$ cat src/rtl/core/ssi_pkg.sv
// shared types and constants for the segment intersection pipeline
`default_nettype none
package ssi_pkg;

    localparam int COORD_WIDTH = 16;

    typedef enum logic [1:0] {
        KIND_NONE  = 2'd0,
        KIND_CROSS = 2'd1,
        KIND_MID   = 2'd2
    } t_kind;

    typedef struct packed {
        logic par_dirs;
        logic same_line;
    } t_pair_flags;

endpackage
`default_nettype wire

$ cat src/rtl/core/ssi_num.sv
// numerator stages: split products, sum, magnitude and range check
`default_nettype none
module ssi_num #(
    parameter int COORD_WIDTH = ssi_pkg::COORD_WIDTH
) (
    input  logic                            i_clk,
    input  logic                            i_ce,
    input  logic signed [COORD_WIDTH-1:0]   i_base,
    input  logic signed [COORD_WIDTH:0]     i_dir,
    input  logic signed [2*COORD_WIDTH+2:0] i_den,
    input  logic signed [2*COORD_WIDTH+2:0] i_tn,
    output logic [3*COORD_WIDTH+2:0]        o_mag,
    output logic                            o_neg,
    output logic                            o_ovf,
    output logic signed [2*COORD_WIDTH+2:0] o_den
);
    import ssi_pkg::*;

    localparam int W  = COORD_WIDTH;
    localparam int D  = W + 1;
    localparam int DW = 2 * W + 3;
    localparam int NW = 3 * W + 3;
    localparam int H  = (DW + 1) / 2;
    localparam int HW = DW - H;

    logic signed [H:0]    den_lo, tn_lo;
    logic signed [HW-1:0] den_hi, tn_hi;

    logic signed [W+H:0]    r1_pbl;
    logic signed [W+HW-1:0] r1_pbh;
    logic signed [D+H:0]    r1_pdl;
    logic signed [D+HW-1:0] r1_pdh;
    logic signed [DW-1:0]   r1_den, r2_den, r3_den, r4_den, r5_den;
    logic signed [NW-1:0]   r2_nb, r2_nd, r3_n;
    logic [NW-1:0]          r4_mag, r5_mag;
    logic                   r4_neg, r5_neg, r5_ovf;

    assign den_lo = $signed({1'b0, i_den[H-1:0]});
    assign den_hi = $signed(i_den[DW-1:H]);
    assign tn_lo  = $signed({1'b0, i_tn[H-1:0]});
    assign tn_hi  = $signed(i_tn[DW-1:H]);

    always_ff @(posedge i_clk) begin
        if (i_ce) begin
            r1_pbl <= i_base * den_lo;
            r1_pbh <= i_base * den_hi;
            r1_pdl <= i_dir * tn_lo;
            r1_pdh <= i_dir * tn_hi;
            r1_den <= i_den;

            r2_nb  <= (NW'(r1_pbh) <<< H) + NW'(r1_pbl);
            r2_nd  <= (NW'(r1_pdh) <<< H) + NW'(r1_pdl);
            r2_den <= r1_den;

            r3_n   <= r2_nb + r2_nd;
            r3_den <= r2_den;

            r4_neg <= r3_n[NW-1];
            r4_mag <= r3_n[NW-1] ? $unsigned(-r3_n) : $unsigned(r3_n);
            r4_den <= r3_den;

            // quotient would reach twice the coordinate range
            r5_ovf <= r4_mag >= (NW'($unsigned(r4_den)) << (W + 1));
            r5_mag <= r4_mag;
            r5_neg <= r4_neg;
            r5_den <= r4_den;
        end
    end

    assign o_mag = r5_mag;
    assign o_neg = r5_neg;
    assign o_ovf = r5_ovf;
    assign o_den = r5_den;

endmodule
`default_nettype wire

$ cat config.mk
export PLATFORM = sky130hd
export DESIGN_NAME = ssi_num
export DESIGN_NICKNAME = d
export VERILOG_FILES = /design/src/rtl/core/ssi_pkg.sv /design/src/rtl/core/ssi_num.sv
export SDC_FILE = /design/constraint.sdc
export NUM_CORES = 2
export LEC_CHECK = 0
export BUFFER_PORTS_ARGS = -buffer_cell sky130_fd_sc_hd__clkbuf_2
export CAP_MARGIN = 20
export CORE_UTILIZATION = 40
export CTS_CLUSTER_DIAMETER = 60
export DETAILED_ROUTE_END_ITERATION = 10
export GPL_ROUTABILITY_DRIVEN = 0
export PLACE_DENSITY = 0.6
export RECOVER_POWER = 100
export SYNTH_ARGS = -nofsm -noshare
export SYNTH_HDL_FRONTEND = slang
export SYNTH_SLANG_ARGS = --single-unit
$ cat constraint.sdc
create_clock -name i_clk -period 9.6 [get_ports i_clk]
set_clock_uncertainty 0.2 [all_clocks]
set_input_delay 0.48 -clock i_clk [delete_from_list [all_inputs] [get_ports i_clk]]
set_output_delay 0.48 -clock i_clk [all_outputs]
set_load 0.05 [all_outputs]
==> impl_metrics.ini <==
[status]
run_status = finished, violations left
violations = max-capacitance violations, max-slew violations

[floorplan]
core-area_um2 = 163000
rows = 148
die_area_um2 = 165000
io_pins = 193
die_h_um = 407
initial_utilization_pct = 40.3
die_w_um = 407

[yosys]
synth_edf_count = 570
synthMuxAreaShare_pct = 0.0153
synth_top_flop_cell = edfxtp_1
synth_top_family_by_area = adder cells
yosysWarnings = 0
synth-adder-area-share_pct = 42.4
synth-compound-area-share_pct = 6.77
syn_nets = 7925
async_flop_share_pct = 0
syn_avg_cell_area_um2 = 10.5
synth_cell_types = 69
seq_area_frac_synth_pct = 26.2
synthesis.area_um2 = 65500
syn_inst = 6218
synth_seq_cells = 570
synth-xor-area-share_pct = 3.84
synth-simple-area-share_pct = 12.5

[placed_design]
port_buffers = 192
dp_hpwl_mm = 118

[clock_tree]
cts_tree = done
postCtsHoldBufs = 0
cts-buffers-inserted = 68
cts_buffer_depth = 3
cts_resized = 0
cts_root_buf = clkbuf_16
clkLatencyLatePin_ns = 0.66
cts-htree-levels = 3
cts_setup_buffers = 0
cts.sinks = 570
clk_pin_slew_worst_paths_ns = 0.06

[global_routing]
grt_max_degree = 163
gr-usage-all-layers_pct = 19.2
grt_overflow = 0
grt_pass1_wl_mm = 248
grt_pass1_vias = 45900
antenna_found_initial = 6

[sta]
fin_crit_sh_pct = 83.1
period_minus_slack_ns = 7.98
fmax_mhz = 125
hold_violations = 0
setup_tns_ns = 0
slew_viol_final = 674
maxSlewHeadroom_pct = -177
setup_viol = 0
worstMarginPinSlew_ns = 4.16
rsz0062_at_grt = no

[worst_setup_path]
critical_path.top_delay_family = adder cells
cp-end-kind = register
cp_cell_sequence = clkbuf_1 -> and2_0 -> fa_1 -> inv_1 -> fa_1 -> fa_1 -> fa_1 -> inv_1 -> fa_1 -> inv_1 -> fa_1 -> inv_1 -> ha_1 -> a21o_1 -> a311oi_1 -> o31ai_1 -> o31ai_1 -> a221oi_1 -> a211oi_1 -> a21oi_1 -> xor2_1
crit_buf_inv = 5
cpMaxStageDelayCell = clkbuf_1
critPathMaxStageDelay_ns = 1.51
critical_path_class = input pin to register
start_kind = input pin
cp_max_fo = 35
worstPathArrival_ns = 8.16
cp_data_required_time_ns = 9.78
crit_top_cell = fa_1

[route]
wl_per_cell_um = 18.0
vias = 43000
totalWireLength_mm = 153
drc = 0
ant_nets = 0
dr.first_iter.drc_count = 2481
dr.pass1.iters = 6
viasPerCell = 5.04

[run]
max-cap-violations = 10

[finish]
drive_above_1_share_pct = 3.09
nNetsFinal = 8007
syn_to_final_growth_pct = 7.75

[hold_path]
hold_path.class = register to register
kinds of logic (layout without fill, tap and decap cells):
logic type,count (synthesis),in the layout
AND/OR/NAND/NOR,1624,1624
flip-flops,570,570
AO/OA/AOI/OAI,683,683
other,0,3
XOR/XNOR,287,287
multiplexers,1,1
buffers and inverters,1451,1583
adder cells (fa/ha/maj),1602,1602
cell usage after synthesis, types with 25 or more instances:
| cell | number | area [um2] |
|---|---|---|
| nand3_1 | 41 | 205 |
| nand2_1 | 641 | 2410 |
| and2_1 | 551 | 3450 |
| o21a_1 | 39 | 293 |
| fa_1 | 1030 | 20600 |
| inv_1 | 1247 | 4680 |
| nor2_1 | 162 | 608 |
| nor2b_1 | 26 | 163 |
| xnor2_1 | 233 | 2040 |
| a21oi_1 | 191 | 956 |
| edfxtp_1 | 570 | 17100 |
| nand2b_1 | 51 | 319 |
| xor2_1 | 54 | 473 |
| o21bai_1 | 40 | 300 |
| ha_1 | 572 | 7160 |
| a21o_1 | 115 | 863 |
| o21ai_0 | 126 | 631 |
| nor3_1 | 33 | 165 |
| a31oi_1 | 25 | 156 |
| clkbuf_1 | 199 | 747 |
| o31ai_1 | 25 | 188 |
final timing paths:
kind | from | endpoint | slack, ns | cells after the start
setup / recovery | i_dir[7] | r1_pdh[31] | 1.62 | 21
hold / removal | r3_den[23] | r4_den[23] | 0.20 | 0
setup reg to reg | r3_n[2] | r4_mag[50] | 4.47 | 9
hold reg to reg | r3_den[23] | r4_den[23] | 0.20 | 0
registers in the layout, summed over array words and instances (netlist names), 35 cells and up:
register  count
r1_pbl       35
r2_nb        51
r4_mag       51
r3_n         51
r1_pdl       36
r3_den       35
o_den        35
r2_nd        51
r2_den       35
o_mag        51
r1_den       35
r4_den       35
stage by stage:
stage               utilization [%]  worst slack (ns)  hold WS [ns]  instance area, um2  cells
floorplan                         -              2.83         0.200               65500   6218
global placement               42.2              1.85         0.201               68600   8405
detailed placement             42.2              1.78         0.205               68600   8405
CTS                            43.5              2.45        0.0476               70800   8525
global route                   43.4              1.24         0.194               70500   8526
finish                         43.4              1.62         0.196               70500   8528
area by class of cell:
cell class                 count  area, um2
antenna                        3       7.51
clock inverter                45        492
clock buffer                  75       1730
sequential                   570      17100
inverter                    1247       4680
multi-input combinational   4197      42800
timing repair buffer         216        946
fill                       15700      92100
tap                         2175       2720
layer usage:
layer	vias up	track usage, %	share of wire (%)
met3	228	2.70	4.5
met4	0	4.98	2.7
met2	876	34.0	51
met1	22100	24.5	42
li1	19800	-	-
met5	-	0	0
placed cells by master (no fill, tap or decap), types with 68 or more instances in the layout:
cell type / count
inv_1: 1247
fa_1: 1030
nand2_1: 641
ha_1: 572
edfxtp_1: 570
and2_1: 525
xnor2_1: 233
a21oi_1: 191
nor2_1: 162
clkbuf_1: 141
o21ai_0: 128
a21o_1: 115
clkbuf_2: 69
clkbuf_16: 68
Power is left out: the tool's default activity adds up to more than one toggle a clock period on the data nets, which glitch-free logic cannot reach.
