<file path="config.mk">
export PLATFORM = sky130hd
export DESIGN_NAME = ssi_div
export DESIGN_NICKNAME = d
export VERILOG_FILES = /design/src/rtl/core/ssi_pkg.sv /design/src/rtl/core/ssi_div.sv
export SDC_FILE = /design/constraint.sdc
export NUM_CORES = 2
export LEC_CHECK = 0
export BUFFER_PORTS_ARGS = -buffer_cell sky130_fd_sc_hd__buf_2
export CAP_MARGIN = 20
export CORE_MARGIN = 4
export CORE_UTILIZATION = 55
export DETAILED_ROUTE_END_ITERATION = 8
export GPL_TIMING_DRIVEN = 0
export HOLD_SLACK_MARGIN = 0.15
export PLACE_DENSITY_LB_ADDON = 0.3
export SYNTH_ARGS = -nofsm -noshare
export SYNTH_HDL_FRONTEND = slang
export SYNTH_SLANG_ARGS = --single-unit
</file>
<file path="constraint.sdc">
create_clock -name i_clk -period 5.03 [get_ports i_clk]
set_input_delay 0.2515 -clock i_clk [delete_from_list [all_inputs] [get_ports i_clk]]
set_output_delay 0.2515 -clock i_clk [all_outputs]
set_load 0.005 [all_outputs]
</file>
<file path="src/rtl/core/ssi_pkg.sv">
// shared types and constants for the segment intersection pipeline
`default_nettype none
package ssi_pkg;

    localparam int COORD_WIDTH = 16;

    typedef enum logic [1:0] {
        KIND_NONE  = 2'd0,
        KIND_CROSS = 2'd1,
        KIND_MID   = 2'd2
    } t_kind;

    typedef struct packed {
        logic par_dirs;
        logic same_line;
    } t_pair_flags;

endpackage
`default_nettype wire

</file>
<file path="src/rtl/core/ssi_div.sv">
// pipelined restoring divider, one quotient bit per stage
`default_nettype none
module ssi_div #(
    parameter int COORD_WIDTH = ssi_pkg::COORD_WIDTH
) (
    input  logic                            i_clk,
    input  logic                            i_ce,
    input  logic [3*COORD_WIDTH+2:0]        i_mag,
    input  logic signed [2*COORD_WIDTH+2:0] i_den,
    input  logic                            i_neg,
    input  logic                            i_ovf,
    output logic [COORD_WIDTH:0]            o_q,
    output logic                            o_neg,
    output logic                            o_ovf
);
    import ssi_pkg::*;

    localparam int W  = COORD_WIDTH;
    localparam int DW = 2 * W + 3;
    localparam int NW = 3 * W + 3;
    localparam int S  = W + 1;
    localparam int QW = W + 1;

    logic [NW-1:0] r_rem [S];
    logic [DW-1:0] r_den [S];
    logic [QW-1:0] r_q   [S];
    logic          r_neg [S];
    logic          r_ovf [S];

    for (genvar j = 0; j < S; j++) begin : g_stage
        localparam int SH = W - j;
        logic [NW-1:0] rem_in;
        logic [DW-1:0] den_in;
        logic [QW-1:0] q_in;
        logic          neg_in, ovf_in;
        logic [NW:0]   trial;

        if (j == 0) begin : g_first
            assign rem_in = i_mag;
            assign den_in = $unsigned(i_den);
            assign q_in   = '0;
            assign neg_in = i_neg;
            assign ovf_in = i_ovf;
        end else begin : g_next
            assign rem_in = r_rem[j-1];
            assign den_in = r_den[j-1];
            assign q_in   = r_q[j-1];
            assign neg_in = r_neg[j-1];
            assign ovf_in = r_ovf[j-1];
        end

        assign trial = {1'b0, rem_in} - ((NW+1)'(den_in) << SH);

        always_ff @(posedge i_clk) begin
            if (i_ce) begin
                r_rem[j] <= trial[NW] ? rem_in : trial[NW-1:0];
                r_q[j]   <= q_in | (QW'(!trial[NW]) << SH);
                r_den[j] <= den_in;
                r_neg[j] <= neg_in;
                r_ovf[j] <= ovf_in;
            end
        end
    end

    assign o_q   = r_q[S-1];
    assign o_neg = r_neg[S-1];
    assign o_ovf = r_ovf[S-1];

endmodule
`default_nettype wire
</file>
==> impl_metrics.yaml <==
grt:
  grt_antenna_before_repair: 0
  grt_overflow: 0
  first_global_vias: 64300
  global_route.usage.total_pct: 24.2
  grt_pass1_wl_um: 323000
  grt_max_degree: 177
yosys:
  synth_sequential_area_ratio_pct: 53.4
  synth_area_per_cell_um2: 10.9
  syn-num-nets: 8763
  synth-edff-count: 1563
  synth.yosys.warnings: 0
  number_of_flip_flops_and_latches_in_the_synthesized_netlist: 1563
  synth.lib_cells_used.distinct: 92
  instance_count_of_the_mapped_netlist: 8063
  synth_top_flop_cell: "edfxtp_1"
  ys_async_sr_fraction_pct: 0
  synthesis.area_um2: 88000
setup_path:
  setup.worst_path.start_class: "flop"
  worstPathArrival_ns: 5.41
  critical_path.endpoint_type: "flop"
  r2r_setup_slack_ns: 0.17
  criticalPathCategory: "reg -> reg"
  worstReg2RegStart: "r_rem[0][17]"
  slowest_stage: "clkdlybuf4s15_1"
  cell_depth_of_the_worst_flop_to_flop_path: 11
  cp_data_required_time_ns: 5.58
  crit_chain: "ha_1 > nor2b_1 > o31a_1 > o21ai_0 > a211oi_2 > o221ai_1 > a21oi_2 > a221oi_4 > clkdlybuf4s15_1 > buf_2 > o21ai_0"
  critPathMostFrequentCell: "o21ai_0"
  worstReg2RegEnd: "r_rem[0][66]"
  worstPathMaxFanout: 10
  critPathMaxStageDelay_ns: 0.75
place:
  port_buffers: 108
  gp_routability_congestion: 0.985
  dp.final_hpwl_um: 157000
  post_placement_setup_slack_ns: -0.192
  placedInstanceArea_um2: 91400
floorplan:
  io_pins: 109
  initial_cell_density_of_the_core_pct: 55.4
  core_region_area_um2: 159000
  dieHeight_um: 408
  rows: 146
  fp.dieW_um: 408
  die-area_um2: 166000
timing:
  setup_clock_skew_after_layout_ns: 0.0410
  maxClockFrequency_ghz: 0.206
  final_period_minus_worst_setup_slack_ns: 4.86
  layout_setup_ws_ns: 0.174
  final-hold-violation-count: 0
  hold-worst-slack_ns: 0.213
  worst-slew-pin-transition_ns: 1.13
  worst_slew_margin_pct: 24.0
  finalCritPeriodShare_pct: 96.5
  maxSlewViolCount: 0
  finalSetupViolCount: 0
  unrepaired_setup_endpoints_after_global_routing: "no"
drt:
  ant_nets: 0
  wire_per_inst_um: 18.9
  dr.pass1.iters: 7
  vias: 61400
  met1Wirelength_um: 66500
  dr_wl_met2_um: 116000
  avgViaCountPerCell: 5.73
  top_signal_layer_used: "met4"
  route.detailed.drc: 0
  drtIter0Drc: 3240
  postRouteWirelength_um: 202000
  routed-wl-met3_um: 5730
min_path:
  holdPathEnd: "r_rem[0][2]"
  min_delay_path_depth: 2
  timing.hold.worst.start: "i_mag[2]"
  worstHoldPathType: "in -> reg"
final_layout:
  drive_above_1_share_pct: 6.63
  top_library_cells_by_usage_in_the_layout_fill_and_taps_aside: "edfxtp_1, inv_1, nand2_1, a21oi_1, o21ai_0"
  final_nets: 9205
  layout.cells.most_common: "edfxtp_1"
  growth_of_design_area_from_synthesis_to_finish_pct: 12.0
  final_area_um2: 98500
cts:
  max-clock-path-buffers: 3
  clk_root_buffer_cell: "clkbuf_16"
  clk_pin_slew_ns: 0.06
  numCtsBuffers: 170
  cts.htree.levels: 4
  cts_sinks: 1563
  tritoncts: "built"
  post_cts.repair.setup_buffers: 0
  worstSkewPairLatency_ns: 0.81
power_and_ir_drop:
  max_vdd_drop_mv: 0.416
  leakage_nw: 39.3
  design_power_total_mw: 56.3
  power-per-cell-area_nw_per_um2: 572
run_status:
  outcome: "finished, final reports clean"
flow_run:
  maximum_capacitance_violations: 0
[power breakdown]
part | total, mW | switching, mW | internal, mW
combinational | 23.5 | 13.8 | 9.73
clock | 12.3 | 5.17 | 7.12
sequential | 20.5 | 1.74 | 18.8
total | 56.3 | 20.7 | 35.6
[final cells by class]
class	instances	area (um2)
timing repair buffer	271	2330
fill	12500	60200
sequential	1563	46900
multi-input combinational	5520	37300
inverter	735	2760
clock inverter	109	1210
clock buffer	198	4380
buffer	244	1000
tap	2072	2590
antenna	1	2.50
[worst max path at each step]
| stage | depth (start not counted) | slack (ns) | to | start |
|---|---|---|---|---|
| after global placement | 1 | -19.83 | r_rem[0][49] | i_ce |
| after floorplan | 14 | 1.51 | r_rem[0][176] | r_rem[0][115] |
| after global routing | 14 | 0.003 | r_rem[0][649] | r_rem[0][565] |
| final | 11 | 0.17 | r_rem[0][66] | r_rem[0][17] |
| after detailed placement | 11 | -0.19 | r_rem[0][66] | r_rem[0][17] |
| after CTS | 12 | 0.04 | r_rem[0][100] | r_rem[0][17] |
[Yosys cell counts, types with 17 or more instances]
| cell type | instances | area (um2) |
|---|---|---|
| edfxtp_1 | 1563 | 46900 |
| inv_1 | 733 | 2750 |
| nand2_1 | 709 | 2660 |
| a21oi_1 | 637 | 3190 |
| o21ai_0 | 634 | 3170 |
| ha_1 | 594 | 7430 |
| nor2_1 | 471 | 1770 |
| a21o_1 | 343 | 2570 |
| xnor2_1 | 333 | 2920 |
| xor2_1 | 250 | 2190 |
| clkbuf_1 | 180 | 676 |
| nand3_1 | 127 | 636 |
| nor3_1 | 109 | 546 |
| nand4_1 | 108 | 676 |
| nand2b_1 | 89 | 557 |
| o21a_1 | 88 | 661 |
| o21bai_1 | 80 | 601 |
| nor2b_1 | 79 | 494 |
| mux2_2 | 72 | 811 |
| a211oi_1 | 68 | 510 |
| a31oi_1 | 63 | 394 |
| o31ai_1 | 58 | 435 |
| buf_2 | 52 | 260 |
| and3_1 | 50 | 313 |
| or3_1 | 48 | 300 |
| o211ai_1 | 40 | 300 |
| and2_1 | 35 | 219 |
| nor4_1 | 33 | 206 |
| a21boi_0 | 24 | 180 |
| a211o_1 | 23 | 201 |
| or2_2 | 22 | 138 |
| o31a_1 | 20 | 175 |
| a2111oi_0 | 19 | 166 |
| a221oi_1 | 18 | 158 |
| and4_1 | 17 | 149 |
[repair_timing]
item / 4_1_cts / 5_1_grt
resized for setup: 5 / 11
gates cloned: 0 / 0
hold buffers: 148 / 0
endpoints found under the hold margin: 181 / 0
endpoints found under the setup margin: 44 / 67
[cells by family after synthesis]
family                   Yosys count  synth area share (%)
AO/OA/AOI/OAI                   2273                  16.1
multiplexers                      78                 0.990
XOR/XNOR                         583                  5.81
buffers and inverters            980                  4.27
AND/OR/NAND/NOR                 1976                  10.6
adder cells (fa/ha/maj)          610                  8.81
flip-flops                      1563                  53.4
[critical path, delay by kind of cell (launching register included)]
kind	cells	cell delay (ns)
AND/OR/NAND/NOR	1	0.17
flip-flops	1	0.41
AO/OA/AOI/OAI	7	2.39
adder cells (fa/ha/maj)	1	0.37
buffers and inverters	2	1.24
[routing by layer]
metal | global-route usage, % | up-vias
li1 | - | 30400
met1 | 21.2 | 28900
met2 | 50.1 | 1504
met3 | 2.95 | 653
met4 | 15.8 | 0
met5 | 0 | -
[sequential cells by signal (all words and copies together) (netlist names)]
| signal | flops |
|---|---|
| r_rem | 816 |
| r_q | 153 |
| r_ovf | 17 |
| r_neg | 17 |
| r_den | 560 |
[per-stage QoR]
stage	std cells	utilization [%]	setup TNS, ns
4_1_cts	10700	62.1	0
5_1_grt	10700	62.1	0
6_report	10700	62.1	0
3_5_place_dp	10300	57.6	-2.67
2_1_floorplan	8063	-	0
3_3_place_gp	10200	57.4	-
No activity file was read; power rests on OpenSTA's default activity.
